$ cat src/rtl/core/snfcs_pkg.sv
`default_nettype none
// ----------------------------------------------------------------------------
// snfcs_pkg
// shared types, opcodes and helpers for the spi nor flash command sequencer
// ----------------------------------------------------------------------------
package snfcs_pkg;

   // payload widths
   localparam int ACT_W  = 3;
   localparam int ADDR_W = 24;
   localparam int LEN_W  = 16;
   localparam int BYTE_W = 8;
   localparam int STAT_W = 2;

   // page size default, must be a power of two
   localparam int PAGE_BYTES_DEF = 256;

   // burst buffer depth; one input word gives at most five words
   localparam int MAX_RES = 6;
   localparam int CNT_W   = $clog2(MAX_RES + 1);

   // action codes
   localparam logic [ACT_W-1:0] ACT_READ_ID     = 3'd0;
   localparam logic [ACT_W-1:0] ACT_READ        = 3'd1;
   localparam logic [ACT_W-1:0] ACT_WRITE       = 3'd2;
   localparam logic [ACT_W-1:0] ACT_SECTOR_ERASE = 3'd3;
   localparam logic [ACT_W-1:0] ACT_BULK_ERASE  = 3'd4;
   localparam logic [ACT_W-1:0] ACT_PAYLOAD     = 3'd5;
   localparam logic [ACT_W-1:0] ACT_REPLY       = 3'd6;

   // flash opcodes and fill byte
   localparam logic [BYTE_W-1:0] OP_PROGRAM      = 8'h02;
   localparam logic [BYTE_W-1:0] OP_WREN         = 8'h06;
   localparam logic [BYTE_W-1:0] OP_SECTOR_ERASE = 8'h20;
   localparam logic [BYTE_W-1:0] OP_BULK_ERASE   = 8'hC7;
   localparam logic [BYTE_W-1:0] OP_READ         = 8'h03;
   localparam logic [BYTE_W-1:0] OP_JEDEC_ID     = 8'h9F;
   localparam logic [BYTE_W-1:0] OP_RDSR         = 8'h05;
   localparam logic [BYTE_W-1:0] FILL_BYTE       = 8'hA5;
   localparam int                WIP_BIT         = 0;

   // status codes
   localparam logic [STAT_W-1:0] ST_OK   = 2'd0;
   localparam logic [STAT_W-1:0] ST_BUSY = 2'd1;
   localparam logic [STAT_W-1:0] ST_DONE = 2'd2;

   typedef enum logic [5:0] {
      PH_IDLE  = 6'b000001,
      PH_ID    = 6'b000010,
      PH_READ  = 6'b000100,
      PH_WDATA = 6'b001000,
      PH_ACK   = 6'b010000,
      PH_POLL  = 6'b100000
   } phase_type;

   typedef struct packed {
      logic [ACT_W-1:0]  action;
      logic [ADDR_W-1:0] address;
      logic [LEN_W-1:0]  length;
      logic [BYTE_W-1:0] data_byte;
   } req_type;

   typedef struct packed {
      logic [BYTE_W-1:0] mosi_byte;
      logic              send_valid;
      logic              frame_end;
      logic              expect_reply;
      logic              read_valid;
      logic [BYTE_W-1:0] read_data;
      logic              id_valid;
      logic [ADDR_W-1:0] id_value;
      logic [STAT_W-1:0] status;
      logic              last;
   } rsp_type;

   // byte to shift out
   function automatic rsp_type tx_word(logic [BYTE_W-1:0] b, logic fe, logic er);
      rsp_type w;
      w = '0;
      w.mosi_byte    = b;
      w.send_valid   = 1'b1;
      w.frame_end    = fe;
      w.expect_reply = er;
      return w;
   endfunction

   // status-only word
   function automatic rsp_type stat_word(logic [STAT_W-1:0] st);
      rsp_type w;
      w = '0;
      w.status = st;
      return w;
   endfunction

endpackage
`default_nettype wire

$ cat src/rtl/core/snfcs_req_if.sv
`default_nettype none
// ----------------------------------------------------------------------------
// snfcs_req_if
// command channel: valid/ready with action, address, length and data byte
// ----------------------------------------------------------------------------
interface snfcs_req_if;
   import snfcs_pkg::*;

   logic              valid;
   logic              ready;
   logic [ACT_W-1:0]  action;
   logic [ADDR_W-1:0] address;
   logic [LEN_W-1:0]  length;
   logic [BYTE_W-1:0] data_byte;

   modport source (output valid, action, address, length, data_byte, input ready);
   modport sink   (input valid, action, address, length, data_byte, output ready);
endinterface
`default_nettype wire

$ cat src/rtl/core/snfcs_rsp_if.sv
`default_nettype none
// ----------------------------------------------------------------------------
// snfcs_rsp_if
// result channel: valid/ready with spi byte, read data, id and status
// ----------------------------------------------------------------------------
interface snfcs_rsp_if;
   import snfcs_pkg::*;

   logic              valid;
   logic              ready;
   logic [BYTE_W-1:0] mosi_byte;
   logic              send_valid;
   logic              frame_end;
   logic              expect_reply;
   logic              read_valid;
   logic [BYTE_W-1:0] read_data;
   logic              id_valid;
   logic [ADDR_W-1:0] id_value;
   logic [STAT_W-1:0] status;
   logic              last;

   modport source (output valid, mosi_byte, send_valid, frame_end, expect_reply,
                   read_valid, read_data, id_valid, id_value, status, last,
                   input ready);
   modport sink   (input valid, mosi_byte, send_valid, frame_end, expect_reply,
                   read_valid, read_data, id_valid, id_value, status, last,
                   output ready);
endinterface
`default_nettype wire

$ cat src/rtl/core/spi_nor_flash_command_sequencer.sv
`default_nettype none
// ----------------------------------------------------------------------------
// spi_nor_flash_command_sequencer
// host side sequencer for a 24-bit-address spi nor flash
// ----------------------------------------------------------------------------
// path: an accepted word sits in the input register, then its burst is loaded
// into the result buffer; throughput: one input word per cycle while the buffer
//   has room; a word giving k results (k up to 5) holds it until all k go, so the rsp side sets the pace
// reset: synchronous; phase returns to idle, buffers empty, ready high
// ----------------------------------------------------------------------------
module spi_nor_flash_command_sequencer #(
   parameter int PAGE_BYTES = snfcs_pkg::PAGE_BYTES_DEF
) (
   input wire logic  clock,
   input wire logic  reset,
   snfcs_req_if.sink   req_ch,
   snfcs_rsp_if.source rsp_ch
);
   import snfcs_pkg::*;

   // input register
   logic    in_valid_ff, in_valid_in;
   req_type in_item_ff;

   // burst from the core
   rsp_type [MAX_RES-1:0] res_words;
   logic [CNT_W-1:0]      res_count;
   logic                  can_load;
   logic                  core_take;
   logic                  req_take;

   // the held word is consumed as soon as the result buffer has room
   assign core_take    = in_valid_ff && can_load;
   assign req_ch.ready = !in_valid_ff || can_load;
   assign req_take     = req_ch.valid && req_ch.ready;

   always_comb begin
      in_valid_in = in_valid_ff;
      if (req_take) begin
         in_valid_in = 1'b1;
      end else if (core_take) begin
         in_valid_in = 1'b0;
      end
   end

   always_ff @(posedge clock) begin
      if (reset) begin
         in_valid_ff <= 1'b0;
      end else begin
         in_valid_ff <= in_valid_in;
      end
   end

   // payload register, no reset needed
   always_ff @(posedge clock) begin
      if (req_take) begin
         in_item_ff.action    <= req_ch.action;
         in_item_ff.address   <= req_ch.address;
         in_item_ff.length    <= req_ch.length;
         in_item_ff.data_byte <= req_ch.data_byte;
      end
   end

   // sequencer: state update and the full burst for one word
   snfcs_core #(
      .PAGE_BYTES (PAGE_BYTES)
   ) u_core (
      .clock     (clock),
      .reset     (reset),
      .take      (core_take),
      .item      (in_item_ff),
      .res_words (res_words),
      .res_count (res_count)
   );

   // words that give no result just update the state
   snfcs_burst u_burst (
      .clock      (clock),
      .reset      (reset),
      .load       (core_take && res_count != '0),
      .load_words (res_words),
      .load_count (res_count),
      .can_load   (can_load),
      .rsp_ch     (rsp_ch)
   );

endmodule
`default_nettype wire

$ cat src/rtl/core/snfcs_core.sv
`default_nettype none
// ----------------------------------------------------------------------------
// snfcs_core
// sequencer state and the full word burst for one input word
// ----------------------------------------------------------------------------
module snfcs_core #(
   parameter int PAGE_BYTES = snfcs_pkg::PAGE_BYTES_DEF
) (
   input  wire logic                                  clock,
   input  wire logic                                  reset,
   input  wire logic                                  take,
   input  wire snfcs_pkg::req_type                    item,
   output snfcs_pkg::rsp_type [snfcs_pkg::MAX_RES-1:0] res_words,
   output logic [snfcs_pkg::CNT_W-1:0]                res_count
);
   import snfcs_pkg::*;

   localparam int OFS_W = $clog2(PAGE_BYTES);
   localparam int PW    = OFS_W + 1;

   phase_type         phase_ff, phase_in;
   logic [ACT_W-1:0]  op_ff, op_in;
   logic [ADDR_W-1:0] addr_ff, addr_in;
   logic [LEN_W-1:0]  remain_ff, remain_in;
   logic [PW-1:0]     page_left_ff, page_left_in;
   logic [ADDR_W-1:0] id_shift_ff, id_shift_in;
   logic [1:0]        id_count_ff, id_count_in;

   // page start: from the command when idle, else from the running state
   logic              sp_cmd;
   logic [ADDR_W-1:0] sp_addr;
   logic [LEN_W-1:0]  sp_remain;
   logic [PW-1:0]     sp_room;
   logic [PW-1:0]     sp_first;

   rsp_type [MAX_RES-1:0] words;
   logic [CNT_W-1:0]      n;
   logic                  wend;

   assign sp_cmd    = (phase_ff == PH_IDLE);
   assign sp_addr   = sp_cmd ? item.address : addr_ff;
   assign sp_remain = sp_cmd ? item.length : remain_ff;
   assign sp_room   = PW'(PAGE_BYTES) - PW'(sp_addr[OFS_W-1:0]);
   assign sp_first  = (LEN_W'(sp_room) > sp_remain) ? PW'(sp_remain) : sp_room;
   assign wend      = (page_left_ff == PW'(1));

   always_comb begin
      words        = '0;
      n            = '0;
      phase_in     = phase_ff;
      op_in        = op_ff;
      addr_in      = addr_ff;
      remain_in    = remain_ff;
      page_left_in = page_left_ff;
      id_shift_in  = id_shift_ff;
      id_count_in  = id_count_ff;

      if (item.action inside {[ACT_READ_ID:ACT_BULK_ERASE]}) begin
         if (phase_ff != PH_IDLE) begin
            words[0] = stat_word(ST_BUSY);
            n        = CNT_W'(1);
         end else begin
            op_in     = item.action;
            addr_in   = item.address;
            remain_in = item.length;
            case (item.action)
               ACT_READ_ID: begin
                  id_shift_in = '0;
                  id_count_in = '0;
                  words[0] = tx_word(OP_JEDEC_ID, 1'b0, 1'b0);
                  words[1] = tx_word(FILL_BYTE, 1'b0, 1'b1);
                  words[2] = tx_word(FILL_BYTE, 1'b0, 1'b1);
                  words[3] = tx_word(FILL_BYTE, 1'b1, 1'b1);
                  n        = CNT_W'(4);
                  phase_in = PH_ID;
               end
               ACT_READ: begin
                  words[0] = tx_word(OP_READ, 1'b0, 1'b0);
                  words[1] = tx_word(item.address[23:16], 1'b0, 1'b0);
                  words[2] = tx_word(item.address[15:8], 1'b0, 1'b0);
                  n        = CNT_W'(5);
                  if (item.length == '0) begin
                     // frame ends on the address, done right away
                     words[3] = tx_word(item.address[7:0], 1'b1, 1'b0);
                     words[4] = stat_word(ST_DONE);
                     phase_in = PH_IDLE;
                  end else begin
                     words[3]  = tx_word(item.address[7:0], 1'b0, 1'b0);
                     words[4]  = tx_word(FILL_BYTE, item.length == LEN_W'(1), 1'b1);
                     remain_in = item.length - LEN_W'(1);
                     phase_in  = PH_READ;
                  end
               end
               ACT_WRITE: begin
                  if (item.length == '0) begin
                     words[0] = stat_word(ST_DONE);
                     n        = CNT_W'(1);
                     phase_in = PH_IDLE;
                  end else begin
                     page_left_in = sp_first;
                     words[0] = tx_word(OP_WREN, 1'b1, 1'b0);
                     words[1] = tx_word(OP_PROGRAM, 1'b0, 1'b0);
                     words[2] = tx_word(sp_addr[23:16], 1'b0, 1'b0);
                     words[3] = tx_word(sp_addr[15:8], 1'b0, 1'b0);
                     words[4] = tx_word(sp_addr[7:0], 1'b0, 1'b0);
                     n        = CNT_W'(5);
                     phase_in = PH_WDATA;
                  end
               end
               ACT_SECTOR_ERASE: begin
                  words[0] = tx_word(OP_WREN, 1'b1, 1'b0);
                  words[1] = tx_word(OP_SECTOR_ERASE, 1'b0, 1'b0);
                  words[2] = tx_word(item.address[23:16], 1'b0, 1'b0);
                  words[3] = tx_word(item.address[15:8], 1'b0, 1'b0);
                  words[4] = tx_word(item.address[7:0], 1'b1, 1'b1);
                  n        = CNT_W'(5);
                  phase_in = PH_ACK;
               end
               default: begin
                  words[0] = tx_word(OP_WREN, 1'b1, 1'b0);
                  words[1] = tx_word(OP_BULK_ERASE, 1'b1, 1'b1);
                  n        = CNT_W'(2);
                  phase_in = PH_ACK;
               end
            endcase
         end
      end else if (item.action == ACT_PAYLOAD) begin
         if (phase_ff == PH_WDATA && page_left_ff != '0) begin
            page_left_in = page_left_ff - PW'(1);
            if (remain_ff != '0) begin
               remain_in = remain_ff - LEN_W'(1);
            end
            addr_in  = addr_ff + ADDR_W'(1);
            words[0] = tx_word(item.data_byte, wend, wend);
            n        = CNT_W'(1);
            if (wend) begin
               phase_in = PH_ACK;
            end
         end
      end else if (item.action == ACT_REPLY) begin
         case (phase_ff)
            PH_ID: begin
               id_shift_in = {id_shift_ff[15:0], item.data_byte};
               if (id_count_ff == 2'd2) begin
                  words[0]          = stat_word(ST_DONE);
                  words[0].id_valid = 1'b1;
                  words[0].id_value = {id_shift_ff[15:0], item.data_byte};
                  n                 = CNT_W'(1);
                  id_count_in       = '0;
                  phase_in          = PH_IDLE;
               end else begin
                  id_count_in = id_count_ff + 2'd1;
               end
            end
            PH_READ: begin
               addr_in = addr_ff + ADDR_W'(1);
               n       = CNT_W'(1);
               if (remain_ff != '0) begin
                  words[0] = tx_word(FILL_BYTE, remain_ff == LEN_W'(1), 1'b1);
                  remain_in = remain_ff - LEN_W'(1);
               end else begin
                  words[0] = stat_word(ST_DONE);
                  phase_in = PH_IDLE;
               end
               words[0].read_valid = 1'b1;
               words[0].read_data  = item.data_byte;
            end
            PH_ACK: begin
               words[0] = tx_word(OP_RDSR, 1'b0, 1'b0);
               words[1] = tx_word(FILL_BYTE, 1'b1, 1'b1);
               n        = CNT_W'(2);
               phase_in = PH_POLL;
            end
            PH_POLL: begin
               if (item.data_byte[WIP_BIT]) begin
                  words[0] = tx_word(OP_RDSR, 1'b0, 1'b0);
                  words[1] = tx_word(FILL_BYTE, 1'b1, 1'b1);
                  n        = CNT_W'(2);
               end else if (op_ff == ACT_WRITE && remain_ff != '0) begin
                  // next page of the write
                  page_left_in = sp_first;
                  words[0] = tx_word(OP_WREN, 1'b1, 1'b0);
                  words[1] = tx_word(OP_PROGRAM, 1'b0, 1'b0);
                  words[2] = tx_word(sp_addr[23:16], 1'b0, 1'b0);
                  words[3] = tx_word(sp_addr[15:8], 1'b0, 1'b0);
                  words[4] = tx_word(sp_addr[7:0], 1'b0, 1'b0);
                  n        = CNT_W'(5);
                  phase_in = PH_WDATA;
               end else begin
                  words[0] = stat_word(ST_DONE);
                  n        = CNT_W'(1);
                  phase_in = PH_IDLE;
               end
            end
            default: begin
               n = '0;
            end
         endcase
      end

      // mark the final word of the burst
      for (int i = 0; i < MAX_RES; i++) begin
         words[i].last = (CNT_W'(i + 1) == n);
      end
   end

   assign res_words = words;
   assign res_count = n;

   always_ff @(posedge clock) begin
      if (reset) begin
         phase_ff     <= PH_IDLE;
         op_ff        <= '0;
         addr_ff      <= '0;
         remain_ff    <= '0;
         page_left_ff <= '0;
         id_shift_ff  <= '0;
         id_count_ff  <= '0;
      end else if (take) begin
         phase_ff     <= phase_in;
         op_ff        <= op_in;
         addr_ff      <= addr_in;
         remain_ff    <= remain_in;
         page_left_ff <= page_left_in;
         id_shift_ff  <= id_shift_in;
         id_count_ff  <= id_count_in;
      end
   end

   // a rejected command leaves the sequence untouched
   a_busy_keeps_state: assert property (@(posedge clock) disable iff (reset)
      (take && item.action <= ACT_BULK_ERASE && phase_ff != PH_IDLE) |=>
      ($stable(phase_ff) && $stable(addr_ff) && $stable(remain_ff)))
      else $error("busy command changed sequencer state");

   // a page in its data phase always has bytes still to send
   a_wdata_has_bytes: assert property (@(posedge clock) disable iff (reset)
      (phase_ff == PH_WDATA) |-> (page_left_ff != '0))
      else $error("data phase with empty page");

endmodule
`default_nettype wire

$ cat src/rtl/core/snfcs_burst.sv
`default_nettype none
// ----------------------------------------------------------------------------
// snfcs_burst
// result buffer, loaded with a whole burst, drains one word per cycle on ready
// ----------------------------------------------------------------------------
module snfcs_burst (
   input  wire logic                                  clock,
   input  wire logic                                  reset,
   input  wire logic                                  load,
   input  wire snfcs_pkg::rsp_type [snfcs_pkg::MAX_RES-1:0] load_words,
   input  wire logic [snfcs_pkg::CNT_W-1:0]           load_count,
   output logic                                       can_load,
   snfcs_rsp_if.source                                rsp_ch
);
   import snfcs_pkg::*;

   rsp_type [MAX_RES-1:0] words_ff, words_in;
   logic [CNT_W-1:0]      count_ff, count_in;
   logic                  drain;

   assign drain    = rsp_ch.valid && rsp_ch.ready;
   // free now, or the final word leaves this cycle
   assign can_load = (count_ff == '0) || (count_ff == CNT_W'(1) && rsp_ch.ready);

   always_comb begin
      words_in = words_ff;
      count_in = count_ff;
      if (load) begin
         words_in = load_words;
         count_in = load_count;
      end else if (drain) begin
         for (int i = 0; i < MAX_RES - 1; i++) begin
            words_in[i] = words_ff[i + 1];
         end
         count_in = count_ff - CNT_W'(1);
      end
   end

   always_ff @(posedge clock) begin
      if (reset) begin
         count_ff <= '0;
      end else begin
         count_ff <= count_in;
      end
   end

   always_ff @(posedge clock) begin
      words_ff <= words_in;
   end

   assign rsp_ch.valid        = (count_ff != '0);
   assign rsp_ch.mosi_byte    = words_ff[0].mosi_byte;
   assign rsp_ch.send_valid   = words_ff[0].send_valid;
   assign rsp_ch.frame_end    = words_ff[0].frame_end;
   assign rsp_ch.expect_reply = words_ff[0].expect_reply;
   assign rsp_ch.read_valid   = words_ff[0].read_valid;
   assign rsp_ch.read_data    = words_ff[0].read_data;
   assign rsp_ch.id_valid     = words_ff[0].id_valid;
   assign rsp_ch.id_value     = words_ff[0].id_value;
   assign rsp_ch.status       = words_ff[0].status;
   assign rsp_ch.last         = words_ff[0].last;

   a_count_bound: assert property (@(posedge clock) disable iff (reset)
      count_ff <= CNT_W'(MAX_RES))
      else $error("burst count out of range");

   // a new burst never overwrites words still waiting
   a_load_when_free: assert property (@(posedge clock) disable iff (reset)
      load |-> (count_ff == '0 || (count_ff == CNT_W'(1) && drain)))
      else $error("burst loaded over pending words");

endmodule
`default_nettype wire

$ cat src/flat_wrapper.sv
// flat-port wrapper written by rule: the top's interface ports become plain ports
module spi_nor_flash_command_sequencer_flat import snfcs_pkg::*;
#(
   parameter int PAGE_BYTES = snfcs_pkg::PAGE_BYTES_DEF
)
  (clock, reset, req_ch_valid, req_ch_action, req_ch_address, req_ch_length, req_ch_data_byte, req_ch_ready, rsp_ch_valid, rsp_ch_mosi_byte, rsp_ch_send_valid, rsp_ch_frame_end, rsp_ch_expect_reply, rsp_ch_read_valid, rsp_ch_read_data, rsp_ch_id_valid, rsp_ch_id_value, rsp_ch_status, rsp_ch_last, rsp_ch_ready);
  snfcs_req_if req_ch_i ();
  snfcs_rsp_if rsp_ch_i ();
  input wire logic clock;
  input wire logic reset;
  input wire logic [$bits(req_ch_i.valid)-1:0] req_ch_valid;
  input wire logic [$bits(req_ch_i.action)-1:0] req_ch_action;
  input wire logic [$bits(req_ch_i.address)-1:0] req_ch_address;
  input wire logic [$bits(req_ch_i.length)-1:0] req_ch_length;
  input wire logic [$bits(req_ch_i.data_byte)-1:0] req_ch_data_byte;
  output wire logic [$bits(req_ch_i.ready)-1:0] req_ch_ready;
  output wire logic [$bits(rsp_ch_i.valid)-1:0] rsp_ch_valid;
  output wire logic [$bits(rsp_ch_i.mosi_byte)-1:0] rsp_ch_mosi_byte;
  output wire logic [$bits(rsp_ch_i.send_valid)-1:0] rsp_ch_send_valid;
  output wire logic [$bits(rsp_ch_i.frame_end)-1:0] rsp_ch_frame_end;
  output wire logic [$bits(rsp_ch_i.expect_reply)-1:0] rsp_ch_expect_reply;
  output wire logic [$bits(rsp_ch_i.read_valid)-1:0] rsp_ch_read_valid;
  output wire logic [$bits(rsp_ch_i.read_data)-1:0] rsp_ch_read_data;
  output wire logic [$bits(rsp_ch_i.id_valid)-1:0] rsp_ch_id_valid;
  output wire logic [$bits(rsp_ch_i.id_value)-1:0] rsp_ch_id_value;
  output wire logic [$bits(rsp_ch_i.status)-1:0] rsp_ch_status;
  output wire logic [$bits(rsp_ch_i.last)-1:0] rsp_ch_last;
  input wire logic [$bits(rsp_ch_i.ready)-1:0] rsp_ch_ready;
  assign req_ch_i.valid = req_ch_valid;
  assign req_ch_i.action = req_ch_action;
  assign req_ch_i.address = req_ch_address;
  assign req_ch_i.length = req_ch_length;
  assign req_ch_i.data_byte = req_ch_data_byte;
  assign req_ch_ready = req_ch_i.ready;
  assign rsp_ch_valid = rsp_ch_i.valid;
  assign rsp_ch_mosi_byte = rsp_ch_i.mosi_byte;
  assign rsp_ch_send_valid = rsp_ch_i.send_valid;
  assign rsp_ch_frame_end = rsp_ch_i.frame_end;
  assign rsp_ch_expect_reply = rsp_ch_i.expect_reply;
  assign rsp_ch_read_valid = rsp_ch_i.read_valid;
  assign rsp_ch_read_data = rsp_ch_i.read_data;
  assign rsp_ch_id_valid = rsp_ch_i.id_valid;
  assign rsp_ch_id_value = rsp_ch_i.id_value;
  assign rsp_ch_status = rsp_ch_i.status;
  assign rsp_ch_last = rsp_ch_i.last;
  assign rsp_ch_i.ready = rsp_ch_ready;
  spi_nor_flash_command_sequencer #(.PAGE_BYTES(PAGE_BYTES)) u_core (.clock(clock), .reset(reset), .req_ch(req_ch_i), .rsp_ch(rsp_ch_i));
endmodule
$ cat config.mk
export PLATFORM = sky130hd
export DESIGN_NAME = spi_nor_flash_command_sequencer_flat
export DESIGN_NICKNAME = d
export VERILOG_FILES = /design/src/rtl/core/snfcs_pkg.sv /design/src/rtl/core/snfcs_req_if.sv /design/src/rtl/core/snfcs_rsp_if.sv /design/src/rtl/core/spi_nor_flash_command_sequencer.sv /design/src/rtl/core/snfcs_core.sv /design/src/rtl/core/snfcs_burst.sv /design/src/flat_wrapper.sv
export SDC_FILE = /design/constraint.sdc
export NUM_CORES = 1
export LEC_CHECK = 0
export BUFFER_PORTS_ARGS = -buffer_cell sky130_fd_sc_hd__buf_2
export CAP_MARGIN = 20
export CORE_MARGIN = 2
export CORE_UTILIZATION = 60
export CTS_CLUSTER_SIZE = 30
export DETAILED_ROUTE_END_ITERATION = 7
export HOLD_SLACK_MARGIN = 0.06
export PLACE_DENSITY = 0.8
export SLEW_MARGIN = 20
export SYNTH_ARGS = -nofsm -noshare
export SYNTH_HDL_FRONTEND = slang
export SYNTH_SLANG_ARGS = --single-unit
$ cat constraint.sdc
create_clock -name clock -period 5.9 [get_ports clock]
set_input_delay 1.475 -clock clock [delete_from_list [all_inputs] [get_ports clock]]
set_output_delay 1.475 -clock clock [all_outputs]
set_load 0.01 [all_outputs]
==> run summary, run 1 <==
Outcome: finished clean
CTS Hold Bufs: 0
Synth area leaders: edfxtp_1, dfxtp_1, nand2_1, a21oi_1, nor2_1
IO Pins: 105
Slew Limit Fails: 0
Multiplexer share of the synthesized area: 2.19%
WS Path Type: flip-flop to flip-flop
Overflow left after global routing: 0
Hold Path Origin: u_core.u_core.id_shift_ff[8]$_SDFFE_PP0P_
Clock Sinks: 232
Slew Limit Headroom: 30.7%
Syn_nets: 1376
Post-DP HPWL: 21.0 mm
Tmin final: 4.90 ns
PD cells: 461 nW/µm²
Worst hold path type: flip-flop to flip-flop
TNS Setup: 0 ns
Seq/Total Area, Yosys: 50.0%
Num CTS Buffers: 25
Clock root cell: clkbuf_16
DR top layer: met4
Required @ worst endpoint: 6.37 ns
Most common cell after layout, fill and taps aside: nand2_1
Final nets: 1410
Area of the core: 20200 µm²
Final WS setup: 1.00 ns
Most frequent cells in the layout: nand2_1, edfxtp_1, nor2_1, buf_2, a21oi_1
Final setup vio count: 0
Origin of the worst setup path: u_core.u_core.phase_ff[2]$_SDFFE_PP0P_
Critical Path AT: 5.37 ns
Reg clk slew, reported paths: 0.06 ns
Fin cells: 1624
Largest family of logic cells by synthesized area: simple AND/OR/NAND/NOR gates
Synth Area in XOR/XNOR: 1.56%
Via count: 10400
Final wirelength: 31.4 mm
I/O Buffers: 104
EDFF count, synth: 152
Fin crit share: 83.0%
Mean post-synth cell area: 9.48 µm²
Tot GR Track Use: 28.8%
Pleak: 5.01 nW
Vias in the first global route: 9457
Bufs on Longest Clock Path: 3
Skew final: 0.00962 ns
H-tree depth: 1
Met2 wire length: 14.4 mm
Adder-cell area share of the yosys netlist: 2.03%
Die Y: 147 µm
WL met1: 12.8 mm
Seq cells post-synth: 232
GPL Wtd Cong: 0.935
Average wire per standard cell: 19.3 µm
Mapped cell area: 12300 µm²
Post-synth ARST share: 0%
Cell taking the most area after synthesis: edfxtp_1
Synth Flop Type: edfxtp_1
Antenna cell count: 0
CP max FO: 16
Die Area: 21700 µm²
CP Launch Type: flip-flop
Max_cap viols: 0
Simple-Gate Fraction of Synth Area: 20.7%
Ys Warns: 0
Clk Latency, worst-skew pair: 0.54 ns
CP Capture Type: flip-flop
Worst-Margin Slew: 1.04 ns
Antenna Nets Post-Route: 0
Starting Density: 60.9%
WL met3: 3.07 mm
Share of cells above drive strength 1: 14.5%
First-pass DRT Iterations: 8
Synth Area in Compound Gates: 17.5%
Synth unique cells: 79
Die X: 147 µm
Area share of the largest cell type after synthesis: 37.0%
CTS-repair resized insts: 0
Postcts setup bufs: 0
Placed cells: 1578
Initial antenna violation count: 0
Drt drc: 0
Reg-to-Reg Start: u_core.u_core.phase_ff[2]$_SDFFE_PP0P_
Routed vias/inst: 6.38
Wire length of the first global-routing pass: 50.3 mm
DP Worst Slack: 1.11 ns
Largest net degree at the start of global routing: 81
Synthesized instance count: 1301
Initial DRC Count: 1413
Achievable Freq: 204 MHz
Cell Rows: 52
RSZ-0062 raised after global routing: no
Max VDD drop: 0.280 mV
Area grow syn2layout: 10.3%
Final Hold Fails: 0
Final Util: 67.2%
CTS tree: yes
-- layer usage --
| metal | vias to the layer above | global-route usage, % |
|---|---|---|
| met1 | 4813 | 40.8 |
| met5 | - | 0 |
| li1 | 4844 | - |
| met2 | 618 | 45.5 |
| met4 | 0 | 10.3 |
| met3 | 84 | 4.32 |
-- where the power goes --
| part | internal [mW] | switching (mW) | total (mW) |
|---|---|---|---|
| Sequential | 2.36 | 0.240 | 2.60 |
| Combinational | 0.707 | 1.36 | 2.07 |
| Clock | 0.945 | 0.655 | 1.60 |
-- area by class of cell --
| cell class | instances | area (µm²) |
|---|---|---|
| Clock buffer | 31 | 711 |
| Tap cell | 270 | 338 |
| Timing Repair Buffer | 128 | 701 |
| Inverter | 21 | 78.8 |
| Multi-Input combinational cell | 927 | 5470 |
| Sequential cell | 232 | 6170 |
| Clock inverter | 15 | 139 |
| Fill cell | 1553 | 6630 |
-- state kept, by name, indices dropped and copies added (netlist names), 2 cells and up --
register	cells
u_core.u_core.op_ff	3
u_core.u_core.addr_ff	24
u_core.u_core.page_left_ff	9
u_core.u_burst.count_ff	3
u_core.u_core.id_count_ff	2
u_core.u_burst.rsp_ch.status	2
u_core.u_burst.rsp_ch.id_value	24
u_core.u_burst.words_ff	53
u_core.u_core.id_shift_ff	16
u_core.u_core.remain_ff	16
u_core.u_burst.rsp_ch.mosi_byte	8
u_core.u_burst.rsp_ch.read_data	8
u_core.u_core.phase_ff	6
u_core.in_item_ff	51
-- final timing paths --
| kind | endpoint | cells past startpoint | slack, ns |
|---|---|---|---|
| worst min-delay path | u_core.u_core.id_shift_ff[8]$_SDFFE_PP0P_ | 2 | 0.45 |
| worst max-delay path | u_core.u_core.page_left_ff[5]$_SDFFE_PP0P_ | 17 | 1.00 |
| worst min register to register | u_core.u_core.id_shift_ff[8]$_SDFFE_PP0P_ | 2 | 0.45 |
| worst max register to register | u_core.u_core.page_left_ff[5]$_SDFFE_PP0P_ | 17 | 1.00 |
-- synthesized netlist by cell type (11+ instances only) --
master	instances
edfxtp_1	152
nand4_1	20
mux2i_1	27
buf_4	47
clkbuf_1	56
o21a_1	14
nor2_1	128
nand3_1	55
o21ai_1	16
buf_2	14
nand2_1	156
a22oi_1	15
a31oi_1	19
nor3_1	35
nor4_1	14
and3_1	11
ha_1	20
and2_1	41
dfxtp_1	80
inv_1	18
a211oi_1	16
o21ai_0	64
a21oi_1	99
xor2_1	11
xnor2_1	11
-- per-stage QoR --
| stage | area, µm² | hold WS, ns | total power [mW] |
|---|---|---|---|
| finish | 13600 | 0.450 | 6.27 |
| global route | 13600 | 0.469 | 6.60 |
| CTS | 13600 | 0.452 | 6.25 |
| detailed placement | 12800 | 0.444 | 4.64 |
| global placement | 12800 | 0.437 | 4.59 |
| floorplan | 12300 | 0.427 | 4.16 |
-- cell families after synthesis --
kind of cell | after synthesis
adders and majority gates | 20
AOI/OAI and AO/OA | 334
and+or+nand+nor | 523
DFF | 232
other | 1
muxes | 27
buffers and inverters | 142
xor gates and xnor gates | 22
-- worst max-delay path: stages, from the launching register on --
cell       delay, ns
dfxtp_1         0.42
or4_1           0.70
nor2_2          0.15
buf_4           0.18
mux2i_1         0.36
ha_1            0.31
nor3b_1         0.32
nand2_1         0.11
xnor2_1         0.14
a21oi_1         0.25
ha_1            0.27
and3_1          0.19
and3_1          0.20
a21boi_0        0.12
o311a_1         0.50
and2_1          0.26
o32ai_1         0.22
o2bb2ai_1       0.13
Note: power is estimated with default switching activity, not from simulation.
==> run 2, diff against run 1 <==
==> constraint.sdc (replaced) <==
create_clock -name clock -period 4.8 [get_ports clock]
set_input_delay 1.2 -clock clock [delete_from_list [all_inputs] [get_ports clock]]
set_output_delay 1.2 -clock clock [all_outputs]
set_load 0.01 [all_outputs]
==> run 2 against run 1 <==
- first-iteration DRC count decreased by 18%
- global-route usage decreased by 0.48 points
- highest routed layer unchanged
- die area unchanged
- setup slack got worse by 0.66 ns
- sequential power increased by 23%
- cell count increased by 0.43%
- non-clock buffer count increased by 9
- register-to-register slack got worse by 0.66 ns
- clock power increased by 17%
- critical path type unchanged
- count of clock-buffer cells in the layout increased by 3
- sequential share of layout area decreased by 0.16 points
- clock skew decreased by 0.0020 ns
==> run summary, run 2 (synthesis results as in run 1) <==
I/O Buffers: 104 (unchanged)
Final nets: 1418 (+0.57%)
Clock Sinks: 232 (unchanged)
Worst path bufs/invs: 0 (-1)
First-pass DRT Iterations: 8 (unchanged)
Routed vias/inst: 6.33 (-0.78%)
Critical Path AT: 4.83 ns (-0.54 ns)
Antenna cell count: 0 (unchanged)
Die X: 147 µm (unchanged)
Average wire per standard cell: 19.1 µm (-1.3%)
Clock root cell: clkbuf_16
WS Path Type: flip-flop to flip-flop
Largest net degree at the start of global routing: 81 (unchanged)
Share of cells above drive strength 1: 14.8% (+0.29 points)
Max_cap viols: 0 (unchanged)
Area grow syn2layout: 10.7%
Achievable Freq: 224 MHz (+9.9%)
Drt drc: 0 (unchanged)
Vias in the first global route: 9528 (+0.75%)
Final Hold Fails: 0 (unchanged)
Tot GR Track Use: 28.3% (-0.48 points)
CP Capture Type: flip-flop
Final Total Pwr: 7.65 mW (+22%)
Post-DP HPWL: 21.4 mm (+2.0%)
Most common cell after layout, fill and taps aside: nand2_1
Worst hold path type: flip-flop to flip-flop
Die Area: 21700 µm² (unchanged)
Bufs on Longest Clock Path: 3 (unchanged)
CP max FO: 16 (unchanged)
Multi-input logic area: 5480 µm² (+0.11%)
Slew Limit Headroom: 31.3% (+0.61 points)
Max VDD drop: 0.329 mV (+17%)
Layout fillers: 1570 (+1.1%)
Final setup vio count: 0 (unchanged)
Antenna Nets Post-Route: 0 (unchanged)
CTS tree: yes
Most frequent cells in the layout: nand2_1, edfxtp_1, nor2_1, buf_2, a21oi_1
Slew Limit Fails: 0 (unchanged)
Starting Density: 60.9% (unchanged)
Required @ worst endpoint: 5.18 ns (-1.19 ns)
Die Y: 147 µm (unchanged)
Overflow left after global routing: 0 (unchanged)
Crit path cell chain: or4_1 -> nor2_2 -> mux2i_1 -> ha_1 -> nor3b_2 -> nand2_1 -> xnor2_1 -> a21oi_1 -> ha_1 -> and3_1 -> and3_1 -> a21boi_0 -> o311a_2 -> mux2i_1 -> a221oi_1 -> nor2_1
Max reg flops: 53 (unchanged)
Top Registers: u_core.u_burst.words_ff x53, u_core.in_item_ff x51
Final wirelength: 31.1 mm (-0.90%)
Cell Rows: 52 (unchanged)
Initial antenna violation count: 0 (unchanged)
Skew final: 0.00763 ns (-0.00199 ns)
Final WS setup: 0.342 ns (-0.660 ns)
Hold slack: 0.445 ns (-0.00514 ns)
Reg clk slew, reported paths: 0.06 ns (about the same)
IO Pins: 105 (unchanged)
CTS Hold Bufs: 0 (unchanged)
Register area: 6170 µm² (unchanged)
CP Launch Type: flip-flop
CP peak stage delay: 0.71 ns (about the same)
Final Util: 67.5% (+0.24 points)
DP Worst Slack: 0.262 ns (-0.844 ns)
Pleak: 5.04 nW (+0.56%)
Wire length of the first global-routing pass: 49.6 mm (-1.3%)
Worst-Margin Slew: 1.02 ns (-0.0132 ns)
Area of the core: 20200 µm² (unchanged)
Fin crit share: 92.9% (+9.9 points)
Via count: 10300 (-0.35%)
Tmin final: 4.46 ns (-0.440 ns)
H-tree depth: 1 (unchanged)
Num CTS Buffers: 24 (-4.0%)
CP max-delay cell: or4_1
Clk Latency, worst-skew pair: 0.52 ns (-0.02 ns)
Outcome: finished clean
Worst path top cell family by delay: simple AND/OR/NAND/NOR gates
PD cells: 560 nW/µm² (+22%)
Initial DRC Count: 1156 (-18%)
Biggest register: u_core.u_burst.words_ff
GPL Wtd Cong: 0.979 (+4.6%)
run 2: cell count changes in the layout (fill, tap and decap cells not counted), moves of 2 or more:
cell and delta:
buf_4 +7, clkbuf_1 +4, clkinv_2 -3, buf_12 +2, clkbuf_16 -2
run 2: layout make-up:
type,count,share of cell area [%]
clock buffers,34,5.05
clock inverters,10,0.806
inverters,21,0.577
multi-input cells,927,40.1
flip-flops and latches,232,45.2
well taps,270,2.47
repair buffers,137,5.81
run 2: tightest hold or removal path: stages (launching register included):
cell and delay [ns]:
dfxtp_1 0.30, nand2_1 0.05, a21oi_1 0.05
run 2: layer usage:
| layer | GRT usage (%) | share of wire (%) | vias up |
|---|---|---|---|
| li1 | - | - | 4858 |
| met1 | 39.9 | 41 | 4823 |
| met2 | 46.0 | 47 | 580 |
| met3 | 3.66 | 9.3 | 62 |
| met4 | 8.80 | 2.6 | 0 |
| met5 | 0 | 0 | - |
run 2: through the flow:
stage	instance area, µm²	setup TNS [ns]	cells
after global routing	13700	-0.0125	1631
after CTS	13600	0	1631
final	13700	0	1631
after global placement	12800	0	1587
after detailed placement	12800	0	1587
after floorplan	12300	0	1301
run 2: worst paths after layout:
kind	endpoint	depth (start not counted)	from	slack, ns
setup / recovery	u_core.u_core.page_left_ff[0]$_SDFFE_PP0P_	16	u_core.u_core.phase_ff[2]$_SDFFE_PP0P_	0.34
hold / removal	u_core.u_core.id_shift_ff[14]$_SDFFE_PP0P_	2	u_core.u_core.id_shift_ff[14]$_SDFFE_PP0P_	0.44
setup reg to reg	u_core.u_core.page_left_ff[0]$_SDFFE_PP0P_	16	u_core.u_core.phase_ff[2]$_SDFFE_PP0P_	0.34
hold reg to reg	u_core.u_core.id_shift_ff[14]$_SDFFE_PP0P_	2	u_core.u_core.id_shift_ff[14]$_SDFFE_PP0P_	0.44
run 2: what timing repair did:
item	4_1_cts	5_1_grt
setup buffers	0	0
gates resized for setup	0	2
endpoints found under the setup margin	0	5
run 2: where the power goes:
part | switching (mW) | internal, mW | total [mW]
logic | 1.67 | 0.920 | 2.59
clock network | 0.760 | 1.11 | 1.87
registers | 0.297 | 2.89 | 3.19
